`src/rtl/core/nlfd_pkg.sv`:
```
// ----------------------------------------------------------------------------
// nlfd_pkg
// shared constants, phase encoding and result type of the frame deframer
// ----------------------------------------------------------------------------
package nlfd_pkg;

  // header recognition
  localparam logic [7:0] HDR_MASK = 8'hF0;
  localparam logic [7:0] HDR_MARK = 8'h80;
  localparam logic [7:0] LEN_MASK = 8'h0F;

  // address bytes per frame, 1 to 4
  localparam int ADDR_BYTES = 4;
  localparam int ADDR_CNT_W = (ADDR_BYTES > 1) ? $clog2(ADDR_BYTES) : 1;
  localparam logic [ADDR_CNT_W-1:0] ADDR_CNT_LAST = ADDR_CNT_W'(ADDR_BYTES - 1);

  localparam int ADDR_W = 32;
  localparam int LEN_W  = 4;
  localparam int BYTE_W = 8;

  // deframer phase, one-hot
  typedef enum logic [2:0] {
    PH_HUNT = 3'b001,
    PH_ADDR = 3'b010,
    PH_DATA = 3'b100
  } phase_t;

  // one result request
  typedef struct packed {
    logic [ADDR_W-1:0] frame_address;
    logic [LEN_W-1:0]  payload_length;
    logic [LEN_W-1:0]  byte_index;
    logic [BYTE_W-1:0] payload_byte;
    logic              byte_present;
    logic              frame_last;
  } res_t;

endpackage

```
`src/rtl/core/nlfd_in_reg.sv`:
```
// ----------------------------------------------------------------------------
// nlfd_in_reg
// input register: holds one received byte until the core takes it
// ----------------------------------------------------------------------------
module nlfd_in_reg (
  input  logic                      clk,
  input  logic                      rst,
  input  logic                      in_valid,
  output logic                      in_ready,
  input  logic [nlfd_pkg::BYTE_W-1:0] in_byte,
  input  logic                      drain_ok,
  output logic                      take,
  output logic [nlfd_pkg::BYTE_W-1:0] held_byte
);
  import nlfd_pkg::*;

  logic held_valid;

  // core consumes the held byte whenever the result side has room
  assign take     = held_valid & drain_ok;
  assign in_ready = ~held_valid | take;

  // valid flag
  always_ff @(posedge clk) begin
    if (rst) begin
      held_valid <= 1'b0;
    end else if (in_valid && in_ready) begin
      held_valid <= 1'b1;
    end else if (take) begin
      held_valid <= 1'b0;
    end
  end

  // byte payload
  always_ff @(posedge clk) begin
    if (in_valid && in_ready) begin
      held_byte <= in_byte;
    end
  end

endmodule

```
`src/rtl/core/nlfd_core.sv`:
```
// ----------------------------------------------------------------------------
// nlfd_core
// per-byte deframing state machine: header hunt, address gather, payload
// ----------------------------------------------------------------------------
module nlfd_core (
  input  logic                        clk,
  input  logic                        rst,
  input  logic                        take,
  input  logic [nlfd_pkg::BYTE_W-1:0] held_byte,
  output logic                        res_valid,
  output nlfd_pkg::res_t              res
);
  import nlfd_pkg::*;

  phase_t                phase, phase_next;
  logic [ADDR_W-1:0]     address_shift, address_shift_next;
  logic [ADDR_CNT_W-1:0] address_count, address_count_next;
  logic [LEN_W-1:0]      frame_length, frame_length_next;
  logic [LEN_W-1:0]      payload_count, payload_count_next;
  logic                  data_last;

  // last payload byte when index + 1 reaches the length
  assign data_last = ({1'b0, payload_count} + (LEN_W+1)'(1)) >= {1'b0, frame_length};

  // next state and result for the held byte
  always_comb begin
    phase_next         = phase;
    address_shift_next = address_shift;
    address_count_next = address_count;
    frame_length_next  = frame_length;
    payload_count_next = payload_count;
    res_valid          = 1'b0;
    res.frame_address  = address_shift;
    res.payload_length = frame_length;
    res.byte_index     = '0;
    res.payload_byte   = '0;
    res.byte_present   = 1'b0;
    res.frame_last     = 1'b1;
    unique case (phase)
      PH_ADDR: begin
        address_shift_next = {address_shift[ADDR_W-BYTE_W-1:0], held_byte};
        res.frame_address  = address_shift_next;
        if (address_count == ADDR_CNT_LAST) begin
          address_count_next = '0;
          payload_count_next = '0;
          if (frame_length == '0) begin
            // empty frame notice
            phase_next = PH_HUNT;
            res_valid  = 1'b1;
          end else begin
            phase_next = PH_DATA;
          end
        end else begin
          address_count_next = address_count + ADDR_CNT_W'(1);
        end
      end
      PH_DATA: begin
        res_valid          = 1'b1;
        res.byte_index     = payload_count;
        res.payload_byte   = held_byte;
        res.byte_present   = 1'b1;
        res.frame_last     = data_last;
        payload_count_next = payload_count + LEN_W'(1);
        if (data_last) begin
          phase_next         = PH_HUNT;
          payload_count_next = '0;
        end
      end
      default: begin
        // hunting, also any stray code
        phase_next = PH_HUNT;
        if ((held_byte & HDR_MASK) == HDR_MARK) begin
          frame_length_next  = LEN_W'(held_byte & LEN_MASK);
          address_shift_next = '0;
          address_count_next = '0;
          payload_count_next = '0;
          phase_next         = PH_ADDR;
        end
      end
    endcase
  end

  // state registers, advance only on a taken byte
  always_ff @(posedge clk) begin
    if (rst) begin
      phase         <= PH_HUNT;
      address_shift <= '0;
      address_count <= '0;
      frame_length  <= '0;
      payload_count <= '0;
    end else if (take) begin
      phase         <= phase_next;
      address_shift <= address_shift_next;
      address_count <= address_count_next;
      frame_length  <= frame_length_next;
      payload_count <= payload_count_next;
    end
  end

endmodule

```
`src/rtl/core/nlfd_out_reg.sv`:
```
// ----------------------------------------------------------------------------
// nlfd_out_reg
// result register: holds one result request until downstream takes it
// ----------------------------------------------------------------------------
module nlfd_out_reg (
  input  logic                          clk,
  input  logic                          rst,
  input  logic                          take,
  input  logic                          res_valid,
  input  nlfd_pkg::res_t                res,
  output logic                          drain_ok,
  output logic                          out_valid,
  input  logic                          out_ready,
  output logic [nlfd_pkg::ADDR_W-1:0]   frame_address,
  output logic [nlfd_pkg::LEN_W-1:0]    payload_length,
  output logic [nlfd_pkg::LEN_W-1:0]    byte_index,
  output logic [nlfd_pkg::BYTE_W-1:0]   payload_byte,
  output logic                          byte_present,
  output logic                          frame_last
);
  import nlfd_pkg::*;

  res_t held;

  // room for a new result when empty or draining this cycle
  assign drain_ok = ~out_valid | out_ready;

  // valid flag
  always_ff @(posedge clk) begin
    if (rst) begin
      out_valid <= 1'b0;
    end else if (take) begin
      out_valid <= res_valid;
    end else if (out_ready) begin
      out_valid <= 1'b0;
    end
  end

  // result payload
  always_ff @(posedge clk) begin
    if (take && res_valid) begin
      held <= res;
    end
  end

  assign frame_address  = held.frame_address;
  assign payload_length = held.payload_length;
  assign byte_index     = held.byte_index;
  assign payload_byte   = held.payload_byte;
  assign byte_present   = held.byte_present;
  assign frame_last     = held.frame_last;

endmodule

```
`src/rtl/core/nibble_length_frame_deframer.sv`:
```
// ----------------------------------------------------------------------------
// nibble_length_frame_deframer
// byte-stream deframer: 0x8N header, big-endian address, N payload bytes
// ----------------------------------------------------------------------------
// Accepts one byte per clock while in_ready is high. A byte goes through an
// input register and is decoded against the header/address/payload state
// combinationally. Its result (if any) is loaded into the result register
// when the core takes the held byte, which waits while the result register
// is full and not draining; out_valid rises with that load. Each payload
// byte gives one result; a frame with no payload gives one notice with
// byte_present low when its last address byte arrives. Throughput is set by
// the single result register: in_ready depends combinationally on
// out_ready, so a stalled output holds back input once both registers fill.
module nibble_length_frame_deframer (
  input  logic                        clk,
  input  logic                        rst,
  input  logic                        in_valid,
  output logic                        in_ready,
  input  logic [nlfd_pkg::BYTE_W-1:0] in_byte,
  output logic                        out_valid,
  input  logic                        out_ready,
  output logic [nlfd_pkg::ADDR_W-1:0] frame_address,
  output logic [nlfd_pkg::LEN_W-1:0]  payload_length,
  output logic [nlfd_pkg::LEN_W-1:0]  byte_index,
  output logic [nlfd_pkg::BYTE_W-1:0] payload_byte,
  output logic                        byte_present,
  output logic                        frame_last
);
  import nlfd_pkg::*;

  logic              drain_ok;
  logic              take;
  logic [BYTE_W-1:0] held_byte;
  logic              res_valid;
  res_t              res;

  // input register
  nlfd_in_reg u_in_reg (
    .clk       (clk),
    .rst       (rst),
    .in_valid  (in_valid),
    .in_ready  (in_ready),
    .in_byte   (in_byte),
    .drain_ok  (drain_ok),
    .take      (take),
    .held_byte (held_byte)
  );

  // deframing state machine
  nlfd_core u_core (
    .clk       (clk),
    .rst       (rst),
    .take      (take),
    .held_byte (held_byte),
    .res_valid (res_valid),
    .res       (res)
  );

  // result register
  nlfd_out_reg u_out_reg (
    .clk            (clk),
    .rst            (rst),
    .take           (take),
    .res_valid      (res_valid),
    .res            (res),
    .drain_ok       (drain_ok),
    .out_valid      (out_valid),
    .out_ready      (out_ready),
    .frame_address  (frame_address),
    .payload_length (payload_length),
    .byte_index     (byte_index),
    .payload_byte   (payload_byte),
    .byte_present   (byte_present),
    .frame_last     (frame_last)
  );

endmodule

```
`config.mk`:
```
export PLATFORM = sky130hd
export DESIGN_NAME = nibble_length_frame_deframer
export DESIGN_NICKNAME = d
export VERILOG_FILES = /design/src/rtl/core/nlfd_pkg.sv /design/src/rtl/core/nlfd_in_reg.sv /design/src/rtl/core/nlfd_core.sv /design/src/rtl/core/nlfd_out_reg.sv /design/src/rtl/core/nibble_length_frame_deframer.sv
export SDC_FILE = /design/constraint.sdc
export NUM_CORES = 1
export LEC_CHECK = 0
export ABC_CLOCK_PERIOD_IN_PS = 4500
export BUFFER_PORTS_ARGS = -buffer_cell sky130_fd_sc_hd__buf_4
export CORE_MARGIN = 2
export CORE_UTILIZATION = 56
export CTS_CLUSTER_SIZE = 14
export DETAILED_ROUTE_END_ITERATION = 10
export HOLD_SLACK_MARGIN = 0.02
export PLACE_DENSITY = 0.8
export SLEW_MARGIN = 20
export SYNTH_ARGS = -nofsm -noshare
export SYNTH_HDL_FRONTEND = slang
export SYNTH_SLANG_ARGS = --single-unit
```
`constraint.sdc`:
```
create_clock -name clk -period 4.5 [get_ports clk]
set_input_delay 0.675 -clock clk [delete_from_list [all_inputs] [get_ports clk]]
set_output_delay 0.675 -clock clk [all_outputs]
set_load 0.005 [all_outputs]
```
==> reports/results.ini <==
[setup_path]
crit_path_launch_type=flop
worstPathRequired_ps=4550
worst-r2r-cell-count=5
critical_path.slowest_cell=sky130_fd_sc_hd__nor2_4
maximum_net_fanout_on_the_critical_path=67
worst-endpoint-arrival_ps=2890
critical-path-top-cell-by-count=sky130_fd_sc_hd__buf_4
critPathTopFamily=simple AND/OR/NAND/NOR gates
r2r-start=u_core.phase[1]
worstPathCellList=nor3b_2 > buf_4 > a31oi_1 > nor2_4 > buf_4
timing.critical_path.buf_inv=2
setup.reg_to_reg.worst_slack_ps=1660
cp_slowest_stage_delay_ps=800
timing.rr.end=u_out_reg.frame_address[20]
setup.worst_path.class=flop to flop
endpoint_class_of_the_critical_path=flop

[yosys]
synthFlopType=sky130_fd_sc_hd__edfxtp_1
synth_seq_area_share_pct=63.79
postSynthCellCount=415
synth_warnings=0
mappedNetlistArea_mm2=0.004205
yosysUniqueCellTypes=37
syn_avg_cell_area_um2=10.13
synthArstFlopShare_pct=0
ys_seq_elements=105
post_synth_edffs=58
syn-num-nets=433

[power_and_ir_drop]
total_power_w=0.001549
reg_power_share_pct=65.7
share_comb_of_total_power_pct=1.8
power.net_switching_w=0.0003285
power_density_mw_per_mm2=315.0
internal_power_w=0.001221
netSwitchingFraction_pct=21.20
leakagePower_nw=1.777
power.share.clock_pct=32.5
peakVddDrop_mv=0.1568

[clock_tree]
cts-hold-fix-buffers=0
clk_path_buf_depth=2
worst_setup_hold_path_clk_slew_ps=90
root_buffer=sky130_fd_sc_hd__clkbuf_8
cts.repair.resized=0
clkLatencyLatePin_ps=360
cts_htree_levels=3
cts_tree=built
tritoncts_num_sinks=105
cts_made_buffers=9
cts_post_setup_buffers_inserted=0

[cells_and_area]
proportion_of_layout_cells_with_a_drive_suffix_above_1_pct=18.78
most_frequent_standard_cell_in_the_layout_excluding_fill_and_tap_cells=sky130_fd_sc_hd__nand2_1
antenna_cells_inserted=0
area.growth.synth_to_final_pct=16.96
layout_common_cells=sky130_fd_sc_hd__nand2_1, sky130_fd_sc_hd__buf_4, sky130_fd_sc_hd__edfxtp_1, sky130_fd_sc_hd__dfxtp_1, sky130_fd_sc_hd__a21oi_1
finish.net_count=487

[floorplan]
die-height_um=90.66
chipWidth_um=90.66
floorplan.core_area_mm2=0.007253
die_area_mm2=0.008218
io_pins=64
floorplan.rows=31
initial_core_util_pct=57.98

[job]
cap_viol_max_count=0

[detailed_routing]
drt-total-wl_um=8242
routed_via_count=3060
drt_first_pass_iters=7
routedWlPerCell_um=14.38
route.detailed.vias_per_inst=5.340
ant_nets=0
drt-initial-drc-count=273
drt_drc_violations_left=0

[timing]
post_route_clock_skew_ps=5.887
slew_headroom_pct=33.35
hold_viol_final=0
finalSetupTns_ps=0
clock.fmax_mhz=352.6
grt_setup_unrepaired=no
shortest_period_the_worst_path_allows_ps=2836
worst-slew-pin-transition_ps=997.4
setup_violations=0
final_max_slew_viol_count=0
share_of_the_cycle_needed_by_the_critical_path_after_routing_pct=63.02

[grt]
global_route_wire_length_before_repair_um=13660
grt_antenna_before_repair=0
grt_pass1_vias=2837
grt_use_total_pct=20.93
pin_count_of_the_biggest_net_entering_global_routing=68
grt_overflow=0

[place]
finalWeightedCongestion=0.7792
dp_hpwl_um=5283
buffer_ports.inserted=63

[status]
outcome=completed

[worst_hold_path]
worst_hold_path.num_cells=2
holdCritStartpoint=u_core.address_shift[30]
whs_endpoint=u_core.address_shift[30]
timing.hold.worst.class=flop to flop

-- sequential cells by signal (all words and copies together), names as in the netlist, 2 cells and up --
register / flops
u_core.frame_length: 4
u_out_reg.payload_byte: 8
u_in_reg.held_byte: 8
u_core.address_count: 2
u_core.address_shift: 32
u_out_reg.payload_length: 4
u_out_reg.frame_address: 32
u_core.phase: 3
u_core.payload_count: 4
u_out_reg.byte_index: 4
-- synthesized netlist by cell type (4+ instances only) --
| cell | n | area share [%] |
|---|---|---|
| sky130_fd_sc_hd__nor2_1 | 8 | 0.71 |
| sky130_fd_sc_hd__edfxtp_1 | 58 | 41 |
| sky130_fd_sc_hd__dfxtp_1 | 47 | 22 |
| sky130_fd_sc_hd__a21oi_1 | 41 | 4.9 |
| sky130_fd_sc_hd__buf_2 | 7 | 0.83 |
| sky130_fd_sc_hd__clkbuf_1 | 16 | 1.4 |
| sky130_fd_sc_hd__inv_1 | 8 | 0.71 |
| sky130_fd_sc_hd__and2_1 | 13 | 1.9 |
| sky130_fd_sc_hd__mux2i_1 | 4 | 0.95 |
| sky130_fd_sc_hd__nand2_1 | 132 | 12 |
| sky130_fd_sc_hd__o21ai_0 | 8 | 0.95 |
| sky130_fd_sc_hd__nand3_1 | 36 | 4.3 |
| sky130_fd_sc_hd__ha_1 | 6 | 1.8 |
-- routing by layer --
| layer | GRT usage (%) | wire length [um] | vias up |
|---|---|---|---|
| met5 | 0 | 0 | - |
| met2 | 33.02 | 4125 | 91 |
| met1 | 28.44 | 3474 | 1428 |
| met3 | 2.671 | 472 | 16 |
| li1 | - | - | 1525 |
| met4 | 11.03 | 170 | 0 |
-- power by group through the flow --
stage | clock, W | sequential, W | combinational, W
6_report | 0.000504 | 0.00102 | 0.0000280
5_1_grt | 0.000543 | 0.00102 | 0.0000304
4_1_cts | 0.000513 | 0.00102 | 0.0000282
3_5_place_dp | 0 | 0.00104 | 0.0000279
3_3_place_gp | 0 | 0.00104 | 0.0000276
2_1_floorplan | 0 | 0.00104 | 0.0000162
-- kinds of logic after synthesis --
| kind of cell | synth area share [%] |
|---|---|
| DFF | 63.79 |
| buffers and inverters | 3.332 |
| adders and majority gates | 1.785 |
| and+or+nand+nor | 21.93 |
| xor gates and xnor gates | 0.4166 |
| AOI/OAI and AO/OA | 7.795 |
| muxes | 0.9521 |
-- layout make-up --
type,instances,area (um^2)
sequential,105,2683
fill,553,2335
multi-input combinational,277,1409
timing repair buffer,68,510.5
clock buffer,11,131.4
tap,99,123.9
clock inverter,5,31.28
inverter,8,30.03
-- per-stage QoR --
| stage | setup WS [ps] | hold WS [ps] | cell area, um^2 | util [%] | instances |
|---|---|---|---|---|---|
| 2_1_floorplan | 975.6 | 435.6 | 4205 | - | 415 |
| 3_3_place_gp | 1797 | 442.0 | 4755 | 65.55 | 557 |
| 3_5_place_dp | 1677 | 454.2 | 4755 | 65.55 | 557 |
| 4_1_cts | 1645 | 466.9 | 4917 | 67.79 | 573 |
| 5_1_grt | 1385 | 474.9 | 4918 | 67.81 | 573 |
| 6_report | 1664 | 464.5 | 4918 | 67.81 | 573 |
-- worst reg2reg max path, delay by kind of cell (launching register included) --
family          cells  cell delay (ps)
compound gates      1              240
buf+inv             2              920
flops               1              380
simple gates        2              980
-- worst max path at each step --
stage,startpoint,endpoint,slack (ps),depth (start not counted)
after floorplan,u_core.phase[2],u_out_reg.byte_index[0],980,4
after global placement,u_core.phase[1],u_out_reg.frame_address[14],1800,5
after detailed placement,u_core.phase[1],u_out_reg.frame_address[14],1680,5
after CTS,u_core.phase[1],u_out_reg.frame_address[20],1650,5
after global routing,u_core.phase[1],u_out_reg.frame_address[14],1380,5
final,u_core.phase[1],u_out_reg.frame_address[20],1660,5
Note: power is estimated with default switching activity, not from simulation.
